## config.mk

```make
export PLATFORM = sky130hd
export DESIGN_NAME = tps_result_q
export DESIGN_NICKNAME = d
export VERILOG_FILES = /design/src/sv/tps_pkg.sv /design/src/sv/tps_result_q.sv
export VERILOG_INCLUDE_DIRS = /design/src /design/src/sv
export SDC_FILE = /design/constraint.sdc
export NUM_CORES = 1
export LEC_CHECK = 0
export BUFFER_PORTS_ARGS = -buffer_cell sky130_fd_sc_hd__buf_2
export CAP_MARGIN = 15
export CORE_MARGIN = 2
export CORE_UTILIZATION = 55
export CTS_CLUSTER_SIZE = 28
export DETAILED_ROUTE_END_ITERATION = 8
export PLACE_DENSITY = 0.78
export SYNTH_ARGS = -nofsm -noshare
export SYNTH_HDL_FRONTEND = slang
export SYNTH_SLANG_ARGS = --single-unit
```

## constraint.sdc

```tcl
create_clock -name i_clk -period 7.65 [get_ports i_clk]
set_input_delay 0 -clock i_clk [delete_from_list [all_inputs] [get_ports i_clk]]
set_output_delay 0 -clock i_clk [all_outputs]
set_load 0.02 [all_outputs]
```

## src/sv/assert_macros.svh

```systemverilog
// Assertion macros shared by the timed playlist sequencer RTL.
// No dependencies; files that check their own logic include this header.
`ifndef ASSERT_MACROS_SVH
`define ASSERT_MACROS_SVH

// A property that must hold at every clock edge outside reset.
`define TPS_ASSERT(label, clk, rst_n, prop, msg) \
    label: assert property (@(posedge clk) disable iff (!rst_n) (prop)) else $error(msg);

// A trigger whose consequence must hold on the following clock edge.
`define TPS_ASSERT_NEXT(label, clk, rst_n, trig, prop, msg) \
    label: assert property (@(posedge clk) disable iff (!rst_n) (trig) |=> (prop)) \
        else $error(msg);

`endif

```

## src/sv/tps_pkg.sv

```systemverilog
// Shared types, codes and constants for the timed playlist sequencer.
// No dependencies; imported by every module of the block.
`default_nettype none

package tps_pkg;

    localparam int DEPTH_DEFAULT = 256;
    localparam int HARD_LIMIT    = 256;
    localparam logic [31:0] DWELL_MAX_S = 32'd4294967;
    localparam logic [31:0] MS_PER_S    = 32'd1000;
    localparam int RESQ_DEPTH    = 3;

    typedef enum logic [2:0] {
        ACT_ADD   = 3'd0,
        ACT_CLEAR = 3'd1,
        ACT_START = 3'd2,
        ACT_STOP  = 3'd3,
        ACT_TICK  = 3'd4
    } t_action;

    typedef enum logic [1:0] {
        ST_OK        = 2'd0,
        ST_FULL      = 2'd1,
        ST_SATURATED = 2'd2,
        ST_EMPTY     = 2'd3
    } t_status;

    typedef struct packed {
        logic [2:0]  action;
        logic [31:0] now_ms;
        logic [15:0] plugin_id;
        logic [31:0] duration_s;
        logic        clear_table;
    } t_in;

    typedef struct packed {
        logic        switched;
        logic [15:0] current_plugin;
        logic [7:0]  position;
        logic        running;
        logic [8:0]  slot_count;
        logic [1:0]  status;
    } t_out;

    typedef struct packed {
        logic [15:0] plugin_id;
        logic [31:0] dwell_ms;
    } t_slot;

    // Result fields known at the end of the processing cycle; the plugin id
    // is not stored here but comes from the registered slot RAM read.
    typedef struct packed {
        logic        switched;
        logic [7:0]  position;
        logic        running;
        logic [8:0]  slot_count;
        logic [1:0]  status;
        logic        table_nz;
    } t_meta;

    function automatic int addr_w(input int n);
        return (n > 1) ? $clog2(n) : 1;
    endfunction

endpackage

`default_nettype wire

```

## src/sv/tps_result_q.sv

```systemverilog
// Three-word result queue that decouples the sequencer from output back-pressure.
// Depends on tps_pkg for the result word type and queue depth.
`default_nettype none
`include "assert_macros.svh"

module tps_result_q (
    input  wire logic          i_clk,
    input  wire logic          i_rst_n,
    input  wire logic          i_push,
    input  wire tps_pkg::t_out i_push_item,
    input  wire logic          i_inflight,
    output logic               o_room,
    output logic               o_valid,
    input  wire logic          i_ready,
    output tps_pkg::t_out      o_item
);
    import tps_pkg::*;

    t_out       r_buf [RESQ_DEPTH];
    logic [1:0] r_wr_ptr;
    logic [1:0] r_rd_ptr;
    logic [1:0] r_count;
    logic       pop;
    logic [2:0] committed;

    assign pop       = o_valid && i_ready;
    assign o_valid   = (r_count != 2'd0);
    assign o_item    = r_buf[r_rd_ptr];
    // A word still being finished upstream has a place reserved.
    assign committed = 3'(r_count) + 3'(i_inflight);
    assign o_room    = (committed < 3'(RESQ_DEPTH));

    always_ff @(posedge i_clk) begin
        if (i_push) begin
            r_buf[r_wr_ptr] <= i_push_item;
        end
    end

    always_ff @(posedge i_clk) begin
        if (!i_rst_n) begin
            r_wr_ptr <= '0;
            r_rd_ptr <= '0;
            r_count  <= '0;
        end else begin
            if (i_push) begin
                r_wr_ptr <= (r_wr_ptr == 2'(RESQ_DEPTH - 1)) ? 2'd0 : r_wr_ptr + 2'd1;
            end
            if (pop) begin
                r_rd_ptr <= (r_rd_ptr == 2'(RESQ_DEPTH - 1)) ? 2'd0 : r_rd_ptr + 2'd1;
            end
            case ({i_push, pop})
                2'b10:   r_count <= r_count + 2'd1;
                2'b01:   r_count <= r_count - 2'd1;
                default: r_count <= r_count;
            endcase
        end
    end

    `TPS_ASSERT(a_no_overflow, i_clk, i_rst_n, !(i_push && !pop && (r_count == 2'(RESQ_DEPTH))), "result queue overflow")
    `TPS_ASSERT(a_count_bound, i_clk, i_rst_n, r_count <= 2'(RESQ_DEPTH), "result queue count out of range")

endmodule

`default_nettype wire

```

==> metrics.yaml <==
grt:
  grt_most_used_layer: "met2"
  grt_first_pass_wirelength_microns: 12400
  grt_antenna_before_repair: 0
  met3_usage: 0.0546
  overflow: 0
  grtUsageMet2: 0.342
  grt_use_total: 0.197
  grt_pass1_vias: 2688
  grt_max_degree: 75
  grtUsageMet1: 0.219
die:
  die-area_sq_um: 8800
  die_h_microns: 93.8
  num_rows: 32
  die_w_microns: 93.8
  core_sq_um: 7770
  io_pins: 81
  start_util: 0.571
cells_and_area:
  seqCellArea_sq_um: 3500
  area_delta_synth_final_pct: 34.6
  multi_input_area_sq_um: 896
  drive_gt1_frac: 0.293
  nFillCells: 455
  nNetsFinal: 448
  antennaDiodeCount: 0
power_and_ir_drop:
  total_power_w: 0.00187
  intPower_w: 0.00138
  p_sw_frac: 0.264
  leakage_nw: 2.14
  p_switching_w: 0.000494
  power_frac_seq: 0.409
  worst_ir_drop_vdd_v: 0.000209
  comb_power_share: 0.179
  clockPowerShare: 0.412
  p_per_area_nw_per_um2: 313
yosys:
  synth_nets: 316
  synth_cells: 271
  async_flop_share: 0
  synthesis.area_sq_um: 4440
  synth_top_area_cell: "edfxtp_1"
  synth_xor_area_frac: 0.00395
  synth_compound_area_frac: 0.0536
  synth_top_family_by_area: "multiplexers"
  synth_top_area_frac: 0.751
  synth_ff_type: "edfxtp_1"
  yosysMostFrequentCell: "edfxtp_1"
  synthTopCellsByCount: "edfxtp_1 (111), nand2_1 (41), o21ai_1 (38)"
  ys_types: 24
  synth_edf_count: 111
  avgSynthCellArea_sq_um: 16.4
  synth-seq-cells: 119
  synthMuxAreaShare: 0.0835
  synth_fa_ha_area_frac: 0.00846
  synth-simple-area-share: 0.0479
  synth_warnings: 0
  seq_area_frac_synth: 0.787
  synth_area_leaders: "edfxtp_1 (75%), mux2i_1 (8.3%), o21ai_1 (4.3%)"
route:
  vias: 2641
  drtIter0Drc: 141
  drt_first_pass_iters: 5
  drc_errors: 0
  final_antenna_net_count: 0
  wl_per_cell_microns: 15.7
  viasPerCell: 5.10
  totalWireLength_microns: 8110
min_path:
  holdPathStages: 2
  hold_start: "i_push_item[5]"
  min_delay_worst_endpoint: "r_buf[0][5]"
  hp-class: "in2reg"
critical_path:
  r2r_cells: 2
  crit_chain: "buf_4, mux2i_1, o21ai_1, buf_2"
  cp-end-kind: "primary output"
  cp.arrival_ns: 1.94
  slowest_stage: "buf_4"
  r2r-end: "r_buf[1][14]"
  timing.rr.start: "r_wr_ptr[0]"
  critical_path_peak_fanout: 37
  cp-start-kind: "flip-flop"
  worst_ep_required_time_ns: 7.65
  critPathKind: "reg2out"
  max_stage_delay_ns: 0.53
  rrSetupSlack_ns: 5.83
clock_network:
  cts_setup_buffers: 0
  cts_buffer_depth: 2
  htreeDepth: 4
  numCtsBuffers: 17
  root_buffer: "clkbuf_8"
  cts_sinks: 119
  clk_pin_slew_ns: 0.06
  clk_latency_ns: 0.50
  ctsHoldBuffers: 41
  cts-resized-gates: 0
  cts_tree: "yes"
timing:
  grt_setup_unrepaired: "no"
  fin_setup_tns_ns: 0
  drv_slew: 0
  period_needed_ns: 1.94
  holdWs_ns: 0.233
  clock_skew_ns: 0.00684
  fmax_mhz: 515
  tightest_slew_ns: 1.13
  finalSetupViolations: 0
  hold_viol_final: 0
  fin_crit_sh: 0.254
  relSlewSlack: 0.243
run_status:
  status: "complete, no violations"
run:
  maxCapViolCount: 0
placed_design:
  dp_hpwl_microns: 4200
  routabilityCongestion: 0.689
  port_buffers: 80
## power groups by stage
stage               logic, W  clock network [W]  registers, W
floorplan           0.000225                  0      0.000776
detailed placement  0.000318                  0      0.000778
CTS                 0.000337           0.000781      0.000766
global placement    0.000312                  0      0.000776
finish              0.000335           0.000772      0.000765
global route        0.000365           0.000806      0.000769
## logic make-up after synthesis
kind of cell | after synthesis
mux | 37
simple gates | 51
compound gates | 45
buf+inv | 14
xor+xnor | 2
flops | 119
fa+ha+maj | 3
## worst max-delay path: cells and delay by family (launching register included)
kind,cells,cell delay (ns)
AOI/OAI and AO/OA,1,0.08
buffers and inverters,2,0.72
muxes,1,0.31
DFF,1,0.31
## registers in the layout, summed over array words and instances, names as in the netlist, named ones only
signal	flops
r_rd_ptr	2
r_count	2
r_buf	111
r_wr_ptr	2
## cell type report
class                      count  area share
sequential                   119       0.585
multi-input combinational    138       0.150
timing repair buffer         125       0.143
clock buffer                  17      0.0693
clock inverter                15      0.0300
tap                          102      0.0214
inverter                       2     0.00126
## per-stage QoR
step                      area, sq um  instances  worst slack, ns   util
after detailed placement         4950        444             5.81  0.637
final                            5970        518             5.71  0.769
after global routing             5970        518             5.58  0.769
after CTS                        5950        517             5.67  0.766
after global placement           4950        444             5.85  0.637
after floorplan                  4440        271             4.23      -
## cells in the final DEF (no fill, tap or decap), types with 3 or more instances in the layout
cell type,n
buf_4,3
buf_2,80
o21ai_1,38
clkinvlp_4,4
bufinv_16,3
clkinv_2,3
ha_1,3
nand2_1,41
edfxtp_1,111
mux2i_1,37
clkinv_4,4
a21boi_1,3
dfxtp_1,6
clkbuf_16,16
dlygate4sd3_1,41
## worst max-delay path by stage
| stage | cells past startpoint | slack (ns) | end | start |
|---|---|---|---|---|
| 2_1_floorplan | 1 | 4.23 | r_buf[0][0] | r_wr_ptr[1] |
| 4_1_cts | 4 | 5.67 | o_item[25] | flip-flop |
| 3_3_place_gp | 2 | 5.85 | r_buf[2][28] | r_wr_ptr[1] |
| 5_1_grt | 4 | 5.58 | o_item[1] | flip-flop |
| 3_5_place_dp | 2 | 5.81 | r_buf[1][3] | r_wr_ptr[0] |
| 6_report | 4 | 5.71 | o_item[24] | flip-flop |
## metal layers
metal / wire [microns] / up-vias
li1: - / 1287
met1: 3280 / 1267
met4: 80 / 0
met3: 373 / 6
met5: 0 / -
met2: 4380 / 81
No activity file was read; power rests on OpenSTA's default activity.
