`config.mk`:
```
export PLATFORM = sky130hd
export DESIGN_NAME = tps_ctrl
export DESIGN_NICKNAME = d
export VERILOG_FILES = /design/src/sv/tps_pkg.sv /design/src/sv/tps_ctrl.sv
export VERILOG_INCLUDE_DIRS = /design/src /design/src/sv
export SDC_FILE = /design/constraint.sdc
export NUM_CORES = 1
export LEC_CHECK = 0
export BUFFER_PORTS_ARGS = -buffer_cell sky130_fd_sc_hd__buf_4
export CORE_MARGIN = 2
export CORE_UTILIZATION = 30
export CTS_CLUSTER_SIZE = 16
export DETAILED_ROUTE_END_ITERATION = 6
export SYNTH_ARGS = -nofsm -noshare
export SYNTH_HDL_FRONTEND = slang
export SYNTH_SLANG_ARGS = --single-unit
```
`constraint.sdc`:
```
create_clock -name i_clk -period 16.4 [get_ports i_clk]
set_input_delay 1.64 -clock i_clk [delete_from_list [all_inputs] [get_ports i_clk]]
set_output_delay 1.64 -clock i_clk [all_outputs]
set_load 0.1 [all_outputs]
```
`src/sv/assert_macros.svh`:
```
// Assertion macros shared by the timed playlist sequencer RTL.
// No dependencies; files that check their own logic include this header.
`ifndef ASSERT_MACROS_SVH
`define ASSERT_MACROS_SVH

// A property that must hold at every clock edge outside reset.
`define TPS_ASSERT(label, clk, rst_n, prop, msg) \
    label: assert property (@(posedge clk) disable iff (!rst_n) (prop)) else $error(msg);

// A trigger whose consequence must hold on the following clock edge.
`define TPS_ASSERT_NEXT(label, clk, rst_n, trig, prop, msg) \
    label: assert property (@(posedge clk) disable iff (!rst_n) (trig) |=> (prop)) \
        else $error(msg);

`endif

```
`src/sv/tps_pkg.sv`:
```
// Shared types, codes and constants for the timed playlist sequencer.
// No dependencies; imported by every module of the block.
`default_nettype none

package tps_pkg;

    localparam int DEPTH_DEFAULT = 256;
    localparam int HARD_LIMIT    = 256;
    localparam logic [31:0] DWELL_MAX_S = 32'd4294967;
    localparam logic [31:0] MS_PER_S    = 32'd1000;
    localparam int RESQ_DEPTH    = 3;

    typedef enum logic [2:0] {
        ACT_ADD   = 3'd0,
        ACT_CLEAR = 3'd1,
        ACT_START = 3'd2,
        ACT_STOP  = 3'd3,
        ACT_TICK  = 3'd4
    } t_action;

    typedef enum logic [1:0] {
        ST_OK        = 2'd0,
        ST_FULL      = 2'd1,
        ST_SATURATED = 2'd2,
        ST_EMPTY     = 2'd3
    } t_status;

    typedef struct packed {
        logic [2:0]  action;
        logic [31:0] now_ms;
        logic [15:0] plugin_id;
        logic [31:0] duration_s;
        logic        clear_table;
    } t_in;

    typedef struct packed {
        logic        switched;
        logic [15:0] current_plugin;
        logic [7:0]  position;
        logic        running;
        logic [8:0]  slot_count;
        logic [1:0]  status;
    } t_out;

    typedef struct packed {
        logic [15:0] plugin_id;
        logic [31:0] dwell_ms;
    } t_slot;

    // Result fields known at the end of the processing cycle; the plugin id
    // is not stored here but comes from the registered slot RAM read.
    typedef struct packed {
        logic        switched;
        logic [7:0]  position;
        logic        running;
        logic [8:0]  slot_count;
        logic [1:0]  status;
        logic        table_nz;
    } t_meta;

    function automatic int addr_w(input int n);
        return (n > 1) ? $clog2(n) : 1;
    endfunction

endpackage

`default_nettype wire

```
`src/sv/tps_ctrl.sv`:
```
// Sequencer control: position, run state and timing, one word per cycle whenever i_fire is raised.
// Depends on tps_pkg; drives the slot RAM held at the top level.
`default_nettype none
`include "assert_macros.svh"

module tps_ctrl #(
    parameter int ENTRIES = tps_pkg::DEPTH_DEFAULT,
    localparam int AW     = tps_pkg::addr_w(ENTRIES)
) (
    input  wire logic           i_clk,
    input  wire logic           i_rst_n,
    input  wire logic           i_fire,
    input  wire tps_pkg::t_in   i_item,
    output logic                o_we,
    output logic [AW-1:0]       o_waddr,
    output tps_pkg::t_slot      o_wdata,
    output logic [AW-1:0]       o_raddr,
    input  wire tps_pkg::t_slot i_rdata,
    output logic                o_res_valid,
    output tps_pkg::t_out       o_res
);
    import tps_pkg::*;

    localparam int CW = $clog2(ENTRIES + 1);

    logic [CW-1:0] r_count, n_count;
    logic [AW-1:0] r_index, n_index;
    logic          r_active, n_active;
    logic [31:0]   r_last_ms, n_last_ms;
    logic          r_res_valid;
    t_meta         r_meta;

    logic          full;
    logic          saturate;
    logic [31:0]   dwell_s;
    logic [31:0]   elapsed;
    logic [CW-1:0] idx_ext;
    logic [CW-1:0] idx_inc;
    logic          switched;
    t_status       status;

    assign full     = (r_count == CW'(ENTRIES));
    assign saturate = (i_item.duration_s > DWELL_MAX_S);
    assign dwell_s  = saturate ? DWELL_MAX_S : i_item.duration_s;
    assign elapsed  = i_item.now_ms - r_last_ms;
    assign idx_ext  = CW'(r_index);
    assign idx_inc  = idx_ext + CW'(1);

    assign o_waddr            = r_count[AW-1:0];
    assign o_wdata.plugin_id  = i_item.plugin_id;
    assign o_wdata.dwell_ms   = dwell_s * MS_PER_S;

    always_comb begin
        n_count   = r_count;
        n_index   = r_index;
        n_active  = r_active;
        n_last_ms = r_last_ms;
        switched  = 1'b0;
        status    = ST_OK;
        o_we      = 1'b0;
        if (i_fire) begin
            case (t_action'(i_item.action))
                ACT_ADD: begin
                    if (full) begin
                        status = ST_FULL;
                    end else begin
                        if (saturate) begin
                            status = ST_SATURATED;
                        end
                        o_we    = 1'b1;
                        n_count = r_count + CW'(1);
                    end
                end
                ACT_CLEAR: begin
                    n_index  = '0;
                    n_active = 1'b0;
                    if (i_item.clear_table) begin
                        n_count = '0;
                    end
                end
                ACT_START: begin
                    if (r_count == '0) begin
                        status = ST_EMPTY;
                    end else begin
                        n_index   = '0;
                        n_last_ms = i_item.now_ms;
                        n_active  = 1'b1;
                        switched  = 1'b1;
                    end
                end
                ACT_STOP: begin
                    n_active = 1'b0;
                end
                ACT_TICK: begin
                    if (r_active && (r_count != '0)) begin
                        if (idx_ext >= r_count) begin
                            n_index   = '0;
                            n_last_ms = i_item.now_ms;
                        end else if (elapsed >= i_rdata.dwell_ms) begin
                            n_index   = (idx_inc == r_count) ? '0 : idx_inc[AW-1:0];
                            n_last_ms = i_item.now_ms;
                            switched  = 1'b1;
                        end
                    end
                end
                default: begin
                end
            endcase
        end
    end

    // The RAM reads the next current slot every cycle, so its output always
    // belongs to the position register.
    assign o_raddr = n_index;

    always_ff @(posedge i_clk) begin
        if (!i_rst_n) begin
            r_count     <= '0;
            r_index     <= '0;
            r_active    <= 1'b0;
            r_last_ms   <= '0;
            r_res_valid <= 1'b0;
        end else begin
            r_count     <= n_count;
            r_index     <= n_index;
            r_active    <= n_active;
            r_last_ms   <= n_last_ms;
            r_res_valid <= i_fire;
        end
    end

    always_ff @(posedge i_clk) begin
        if (i_fire) begin
            r_meta.switched   <= switched;
            r_meta.position   <= 8'(n_index);
            r_meta.running    <= n_active;
            r_meta.slot_count <= 9'(n_count);
            r_meta.status     <= status;
            r_meta.table_nz   <= (n_count != '0);
        end
    end

    assign o_res_valid           = r_res_valid;
    assign o_res.switched        = r_meta.switched;
    assign o_res.current_plugin  = r_meta.table_nz ? i_rdata.plugin_id : 16'd0;
    assign o_res.position        = r_meta.position;
    assign o_res.running         = r_meta.running;
    assign o_res.slot_count      = r_meta.slot_count;
    assign o_res.status          = r_meta.status;

    `TPS_ASSERT(a_index_in_table, i_clk, i_rst_n, (r_count == '0) || (idx_ext < r_count), "position outside the slot table")
    `TPS_ASSERT(a_count_bound, i_clk, i_rst_n, r_count <= CW'(ENTRIES), "slot count above capacity")
    `TPS_ASSERT_NEXT(a_start_runs, i_clk, i_rst_n, i_fire && (i_item.action == ACT_START) && (r_count != '0), r_active && (r_index == '0) && o_res_valid && o_res.switched, "start did not run from slot zero")

endmodule

`default_nettype wire

```
==> impl_metrics.toml, run 1 <==
[sta]
timing.hold.ws_ps = 456.5
final_max_slew_viol_count = 0
finalSetupTns_ps = 0
relSlewSlack_pct = 33.05
hold_viol_final = 0
clock_skew_ps = 7.170
setup_viol = 0
worstMarginPinSlew_ps = 1004
min_period_ps = 10710
max_freq_mhz = 93.40
grt_setup_unrepaired = "false"
period_share_pct = 65.29

[critical_path]
cpMaxStageDelayCell = "a21oi_2"
cp_max_fo = 23
crit_path_start = "i_item[6]"
endpoint_kind = "output port"
r2r_start = "r_last_ms[0]"
crit_top_cell = "fa_1"
r2r-end = "o_res[14]"
worstPathArrival_ps = 9070
cp.depth = 24
critPathBufInv = 5
cp_cell_sequence = "buf_4 -> a311o_1 -> a211o_1 -> a2111oi_0 -> o21ai_1 -> a21oi_2 -> nand2_1 -> inv_1 -> fa_1 -> inv_1 -> fa_1 -> fa_1 -> inv_1 -> fa_1 -> ha_1 -> a41oi_1 -> o21ai_0 -> a21oi_1 -> o21ai_1 -> o41ai_2 -> o2111ai_1 -> a21oi_1 -> xnor2_1 -> buf_4"
r2r_cells = 21
cp-endpoint = "o_wdata[31]"
cp.required_ps = 14760
critPathKind = "in -> out"
r2r_setup_slack_ps = 10960
critical_path.max_stage_delay_ps = 780
critPathLaunchType = "primary input"
critical_path.top_delay_family = "compound AO/OA/AOI/OAI gates"

[clock_network]
cts_setup_buffers = 0
cts.htree.levels = 3
path_clk_slew_ps = 60
clock-root-buffer = "clkbuf_16"
numCtsBuffers = 9
cts_tree = "built"
cts-hold-fix-buffers = 0
clkSinkCount = 73
cts_resized = 0
clkLatencyLatePin_ps = 350
clk_path_buf_depth = 2

[synthesis]
synth_top_area_share_pct = 17.28
yosysTopAreaCell = "fa_1"
yosys-top-cells-area = "fa_1 (17%), ha_1 (15%), dfxtp_1 (9.6%)"
synth_most_common_cell = "inv_1"
synth_edf_count = 22
ys_seq_elements = 73
ys.warnings.count = 0
synth_ff_type = "dfxtp_1"
ys_types = 68
synth_area_per_cell_um2 = 8.392
ys_top_cells_by_count = "inv_1 (236), ha_1 (130), nand2_1 (118)"
async_flop_share_pct = 0
synth_area_um2 = 10660
seq_area_frac_synth_pct = 15.78
netlist_instances = 1270

[detailed_routing]
first_iter_violations = 353
top_layer_used = "met5"
vias = 8952
drtPass1Iterations = 5
met2WireLength_um = 12190
drc = 0
wl_per_cell_um = 13.52
m1WireLength_um = 11130
viasPerCell = 4.727
wl_met3_um = 1650
detail-route-antenna-nets = 0
drt_wl_total_um = 25610

[grt]
grt_pass1_wl_um = 41340
grt_pass1_vias = 8701
grt_use_total_pct = 13.75
grt_overflow = 0
grt_max_degree = 86
antenna_found_initial = 6

[die]
start_util_pct = 30.18
dieArea_um2 = 37050
core.rowCount = 69
io_pins = 238
die_height_um = 192.5
coreArea_um2 = 35310
fp.dieW_um = 192.5

[min_path]
hp-class = "reg -> reg"

[power]
cellPowerDensity_nw_per_um2 = 53.12
leakage_nw = 5.958
ir_drop_uv = 111.2
p_int_mw = 0.3869
p_comb_share_pct = 42.3
switching_share_pct = 42.41
pwr-share-seq_pct = 28.2
switching_power_mw = 0.2850
power_frac_clock_pct = 29.4

[placed_design]
portBuffers = 202
postPlaceCellArea_um2 = 12350
dp_hpwl_um = 21830
globalplace.congestion = 0.8776

[flow_run]
drv_cap = 0

[layout]
fill_cells = 3676
nets = 1779
drive_gt1_share_pct = 16.61
fin_area_um2 = 12650
fin_util_pct = 35.82
multi_input_area_um2 = 7672
seq_area_um2 = 1682
syn2layout_area_growth_pct = 18.69

[status]
status = "finished clean"
[placed cells by master, fill, tap and decap left out, types with 18 or more instances in the layout]
| cell type | instances |
|---|---|
| fa_1 | 92 |
| ha_1 | 130 |
| buf_4 | 204 |
| nand2b_1 | 19 |
| a21o_1 | 29 |
| nand3_1 | 19 |
| dfxtp_1 | 51 |
| nor2_1 | 59 |
| mux2i_1 | 36 |
| a21oi_1 | 57 |
| inv_1 | 236 |
| and2_1 | 29 |
| edfxtp_1 | 22 |
| xor2_1 | 18 |
| xnor2_1 | 50 |
| nand2_1 | 118 |
| o21ai_0 | 34 |
| nor3_1 | 24 |
[state kept, by name, summed over array words and instances (netlist names)]
signal / flops
r_count: 9
o_res_valid: 1
r_meta: 1
r_index: 8
o_res: 21
r_active: 1
r_last_ms: 32
[layer usage]
| layer | vias up | global-route usage, % |
|---|---|---|
| met4 | 2 | 3.817 |
| li1 | 4494 | - |
| met3 | 36 | 3.619 |
| met5 | - | 0 |
| met1 | 4214 | 17.30 |
| met2 | 206 | 23.19 |
[cell type report]
type	count	area share (%)
Antenna cell	6	0.1187
Clock buffer	9	1.780
Clock inverter	7	0.4847
Inverter	236	7.003
Multi-Input combinational cell	898	60.65
Sequential cell	73	13.29
Tap cell	461	4.560
Timing Repair Buffer	204	12.11
[worst min-delay path by stage]
stage / from / end / slack [ps] / depth (start not counted)
5_1_grt: r_last_ms[28] / r_last_ms[28] / 480 / 2
3_3_place_gp: r_last_ms[6] / r_last_ms[6] / 440 / 2
3_5_place_dp: r_last_ms[22] / r_last_ms[22] / 450 / 2
4_1_cts: r_last_ms[22] / r_last_ms[22] / 460 / 2
2_1_floorplan: r_last_ms[10] / r_last_ms[10] / 430 / 2
6_report: r_last_ms[25] / r_last_ms[25] / 460 / 2
[worst min-delay path: cells and delay by family, from the launching register on]
family | cells | cell delay (ps)
simple gates | 1 | 50
mux | 1 | 50
flops | 1 | 310
[power by group through the flow]
stage	registers [mW]	logic, mW	clock network [mW]
floorplan	0.194	0.234	0
global placement	0.194	0.281	0
detailed placement	0.194	0.284	0
CTS	0.190	0.286	0.203
global route	0.190	0.307	0.211
finish	0.190	0.284	0.198
[kinds of logic (layout without fill, tap and decap cells)]
| kind of cell | count (synthesis) | in the layout | share of synthesized area (%) |
|---|---|---|---|
| buf+inv | 311 | 456 | 12.76 |
| fa+ha+maj | 222 | 222 | 32.54 |
| mux | 37 | 37 | 3.487 |
| simple gates | 321 | 321 | 14.36 |
| flops | 73 | 73 | 15.78 |
| other cells | 2 | 20 | 0.07047 |
| xor+xnor | 68 | 68 | 5.588 |
| compound gates | 236 | 236 | 15.41 |
[metrics by stage]
stage               total power [mW]  cells  setup slack [ps]
global route                  0.7080   1890              5154
CTS                           0.6779   1888              5648
finish                        0.6719   1894              5693
floorplan                     0.4277   1282              4843
global placement              0.4747   1872              5800
detailed placement            0.4783   1872              5674
Note: power is estimated with default switching activity, not from simulation.
==> inputs of run 2 (changes only) <==
Settings changed: ABC_AREA set to 1.
Clock period 16.4 ns to 10.1 ns, I/O delays scaled along.
==> run 2 against run 1 <==
  * First-iteration DRC count grew 28%
  * Sequential share of layout area shrank 0.14 points
  * Utilization grew 0.20 points
  * Via count grew 9.0%
  * Sequential power grew 68%
  * Critical path depth grew 2
  * Critical path type unchanged
  * Critical endpoint is now o_wdata[25]
  * Largest power group unchanged
  * Highest routed layer is now met4
==> impl_metrics.toml, run 2 <==
[placed_design]
dp_hpwl_um = 25050
dpl_worst_slack_ps = 1608
globalplace.congestion = 0.9436
portBuffers = 202
dp.cells = 2113

[detailed_routing]
top_layer_used = "met4"
drtPass1Iterations = 5
drc = 0
wl_met3_um = 1484
vias = 9756
met2WireLength_um = 13540
drt_wl_total_um = 29100
m1WireLength_um = 13520
first_iter_violations = 453
wl_per_cell_um = 13.67
detail-route-antenna-nets = 0
viasPerCell = 4.582

[synthesis]
async_flop_share_pct = 0
ys_top_cells_by_count = "inv_1 (332), nand2_1 (246), nor2_1 (154)"
synth_most_common_cell = "inv_1"
synth_top_area_share_pct = 17.08
ys_seq_elements = 73
yosys-top-cells-area = "fa_1 (17%), ha_1 (15%), inv_1 (12%)"
seq_area_frac_synth_pct = 15.60
synth_ff_type = "dfxtp_1"
ys.warnings.count = 0
synth_area_um2 = 10780
netlist_instances = 1503
synth_edf_count = 22
synth_area_per_cell_um2 = 7.173
yosysTopAreaCell = "fa_1"
ys_types = 41

[critical_path]
cp.required_ps = 9090
critPathKind = "in -> out"
cp_max_fo = 20
critPathLaunchType = "primary input"
r2r-end = "r_last_ms[31]"
r2r_cells = 24
r2r_setup_slack_ps = 4420
endpoint_kind = "output port"
worstPathArrival_ps = 7480
r2r_start = "r_last_ms[0]"

[min_path]
whs_path_depth = 2
hp-start = "r_last_ms[3]"
hp-class = "reg -> reg"
whs_endpoint = "r_last_ms[3]"

[clock_network]
clkLatencyLatePin_ps = 360
cts.htree.levels = 3
clock-root-buffer = "clkbuf_16"
cts_tree = "built"
clkSinkCount = 73
cts-hold-fix-buffers = 0
cts_resized = 0
path_clk_slew_ps = 60
clk_path_buf_depth = 2
numCtsBuffers = 9
cts_setup_buffers = 0

[grt]
grt_pass1_vias = 9821
grt_overflow = 0
antenna_found_initial = 0
grt_use_total_pct = 15.89
grt_pass1_wl_um = 48790
grt_max_degree = 35

[sta]
period_share_pct = 84.09
hold_viol_final = 0
min_period_ps = 8493
clock_skew_ps = 6.392
fin_ws_ps = 1607
max_freq_mhz = 117.7
finalSetupTns_ps = 0
timing.hold.ws_ps = 481.5
grt_setup_unrepaired = "false"
final_max_slew_viol_count = 0
relSlewSlack_pct = 30.94
worstMarginPinSlew_ps = 1032
setup_viol = 0

[layout]
diodes = 0
nets = 2020
syn2layout_area_growth_pct = 18.56
most-common-layout-cells = "inv_1 (332), nand2_1 (246), buf_4 (202), nor2_1 (154), ha_1 (130)"
largest_reg_flops = 32
final_common_cell = "inv_1"
regMostFlops = "r_last_ms"
fill_cells = 3779
drive_gt1_share_pct = 14.03
final_cells = 2129

[die]
core.rowCount = 69
coreArea_um2 = 35480
start_util_pct = 30.39
die_height_um = 193.6
io_pins = 238
dieArea_um2 = 37470
fp.dieW_um = 193.6

[power]
ir_drop_uv = 155.2
leakage_nw = 6.595
cellPowerDensity_nw_per_um2 = 94.91
total_power_mw = 1.213

[status]
status = "finished clean"

[flow_run]
drv_cap = 0
-- run 2: how the worst max path moves through the flow --
stage / startpoint / endpoint / depth (start not counted)
floorplan: i_item[25] / o_wdata[25] / 25
global placement: i_item[32] / o_wdata[25] / 26
detailed placement: i_item[25] / o_wdata[25] / 26
CTS: i_item[25] / o_wdata[25] / 26
global route: i_item[25] / o_wdata[25] / 24
finish: i_item[25] / o_wdata[25] / 26
-- run 2: metal layers --
layer	vias up	global-route usage, %
met5	-	0
met4	0	4.100
met3	29	3.452
met2	219	26.39
met1	4520	20.89
li1	4988	-
-- run 2: report_power, final --
part | total, mW | switching, mW | leakage (nW) | internal, mW
clock network | 0.336 | 0.143 | 0.139 | 0.193
registers | 0.319 | 0.00599 | 0.639 | 0.313
logic | 0.558 | 0.385 | 5.82 | 0.173
-- run 2: through the flow --
step                util (%)  instance area, um2
global route           36.02               12780
detailed placement     35.17               12480
global placement       35.17               12480
floorplan                  -               10830
finish                 36.02               12780
CTS                    36.02               12780
-- run 2: cells by family (layout without fill, tap and decap cells) --
kind of cell / Yosys count / after routing / share of synthesized area, %
flip-flops: 73 / 73 / 15.60
other: 2 / 14 / 0.06966
XOR/XNOR: 61 / 61 / 4.955
buffers and inverters: 401 / 554 / 15.79
AND/OR/NAND/NOR: 515 / 515 / 19.81
AO/OA/AOI/OAI: 229 / 229 / 11.60
adder cells (fa/ha/maj): 222 / 222 / 32.17
-- run 2: cell type report --
type	count	area [um2]	share of cell area [%]
repair buffers	202	1516	11.86
multi-input cells	1041	7442	58.22
clock buffers	9	225.2	1.762
clock inverters	7	78.83	0.6167
well taps	461	576.8	4.513
flip-flops and latches	73	1682	13.16
inverters	336	1261	9.867
-- run 2: critical path, cell delays in order --
cell and delay (ps):
buf_4 110, nor4_1 280, nand2_1 90, nor2_1 140, inv_1 60, nor2_1 230
inv_1 170, nand2_1 170, inv_1 330, or2_2 480, fa_1 560, inv_1 60
fa_1 540, fa_1 450, fa_1 520, inv_1 40, ha_1 330, nand2_1 80
nand2_1 40, o21bai_1 160, a21oi_1 190, o21ai_0 150, a21boi_0 590, o21ai_0 190
xor2_1 190, buf_4 320
==> inputs of run 3 (changes only) <==
Clock period 10.1 ns to 8.2 ns, I/O delays scaled along.
==> run 3 against run 2 <==
  * Clock-buffer cell count stayed put
  * Non-clock buffer count is 13 higher
  * Largest cell class unchanged
  * Utilization is 0.42 points higher
  * Global-route usage is 0.054 points lower
  * Cell count is 0.66% higher
  * Highest routed layer unchanged
  * Worst setup slack worse by 1200 ps
==> impl_metrics.toml, run 3 (same netlist as run 2, synthesis figures left out) <==
[status]
status = "finished clean"

[sta]
relSlewSlack_pct = 30.25
fin_ws_ps = 395.2
period_share_pct = 95.18
final_max_slew_viol_count = 0
worstMarginPinSlew_ps = 1042
clock_skew_ps = 8.909
min_period_ps = 7805
finalSetupTns_ps = 0
setup_viol = 0
max_freq_mhz = 128.1
hold_viol_final = 0
timing.hold.ws_ps = 481.6

[clock_network]
clock-root-buffer = "clkbuf_16"
clkLatencyLatePin_ps = 350
clk_path_buf_depth = 2
cts_tree = "built"
cts.htree.levels = 3
clkSinkCount = 73
path_clk_slew_ps = 60
numCtsBuffers = 9

[power]
leakage_nw = 6.669
ir_drop_uv = 191.0
total_power_mw = 1.493
cellPowerDensity_nw_per_um2 = 115.5

[layout]
fin_util_pct = 36.44
diodes = 0
fin_area_um2 = 12930
drive_gt1_share_pct = 15.28
nets = 2034
regMostFlops = "r_last_ms"
final_common_cell = "inv_1"
fill_cells = 3790
final_cells = 2143
syn2layout_area_growth_pct = 19.93
most-common-layout-cells = "inv_1 (331), nand2_1 (245), buf_4 (212), nor2_1 (152), ha_1 (130)"
largest_reg_flops = 32

[critical_path]
r2r_setup_slack_ps = 2490
r2r_start = "r_last_ms[0]"
r2r-end = "r_last_ms[28]"
critPathKind = "in -> out"
endpoint_kind = "output port"
cp-endpoint = "o_wdata[29]"
worstPathArrival_ps = 6980
crit_top_cell = "inv_1"
r2r_cells = 24
cp.required_ps = 7380
critPathLaunchType = "primary input"
cpMaxStageDelayCell = "fa_1"
critical_path.max_stage_delay_ps = 530
crit_path_start = "i_item[25]"
cp_max_fo = 6

[detailed_routing]
drt_wl_total_um = 29710
vias = 9802
drtPass1Iterations = 5
viasPerCell = 4.574
detail-route-antenna-nets = 0
first_iter_violations = 457
drc = 0
wl_per_cell_um = 13.86

[placed_design]
globalplace.congestion = 0.9266
dp.cells = 2124
dpl_worst_slack_ps = 102.8
portBuffers = 202
postPlaceCellArea_um2 = 12580
dp_hpwl_um = 25210

[die]
coreArea_um2 = 35480
dieArea_um2 = 37470
fp.dieW_um = 193.6
io_pins = 238
core.rowCount = 69
die_height_um = 193.6
start_util_pct = 30.39

[grt]
grt_pass1_vias = 9800
grt_overflow = 0
grt_max_degree = 35
antenna_found_initial = 0
grt_use_total_pct = 15.83
grt_pass1_wl_um = 48450

[flow_run]
drv_cap = 0

[min_path]
hp-class = "reg -> reg"
run 3: worst min-delay path by stage:
stage                  startpoint            end  slack, ps  cells past startpoint
floorplan            r_last_ms[1]   r_last_ms[1]        450                      2
global placement     r_last_ms[9]   r_last_ms[9]        460                      2
detailed placement  r_last_ms[18]  r_last_ms[18]        470                      2
CTS                 r_last_ms[18]  r_last_ms[18]        490                      2
global route        r_last_ms[21]  r_last_ms[21]        500                      2
finish              r_last_ms[18]  r_last_ms[18]        480                      2
run 3: cell type report:
cell class | instances | area (um2) | area share (%)
multi-input combinational | 1041 | 7483 | 57.88
tap | 461 | 576.8 | 4.461
inverter | 336 | 1265 | 9.783
timing repair buffer | 215 | 1619 | 12.52
clock inverter | 7 | 71.32 | 0.5516
clock buffer | 9 | 225.2 | 1.742
timing repair inverter | 1 | 7.507 | 0.05806
sequential | 73 | 1682 | 13.01
run 3: what timing repair did:
| action | 4_1_cts | 5_1_grt |
|---|---|---|
| gates resized for setup | 0 | 12 |
| hold buffers | 0 | 0 |
| setup buffers | 0 | 2 |
| setup endpoints to repair | 0 | 10 |
run 3: power by group:
group	total [mW]	switching (mW)	internal (mW)
clock	0.405	0.170	0.235
sequential	0.393	0.00736	0.385
combinational	0.696	0.480	0.216
run 3: metal layers:
layer / GRT usage (%) / share of wire, % / vias up
li1: - / - / 5021
met3: 3.801 / 5.9 / 28
met5: 0 / 0 / -
met4: 3.534 / 1.5 / 0
met2: 26.67 / 47 / 239
met1: 20.51 / 46 / 4514
run 3: worst max-delay path: cells and delay by family:
family,cells,cell delay [ps]
adder cells (fa/ha/maj),5,2380
buffers and inverters,10,1540
AND/OR/NAND/NOR,8,1300
AO/OA/AOI/OAI,4,780
XOR/XNOR,1,160
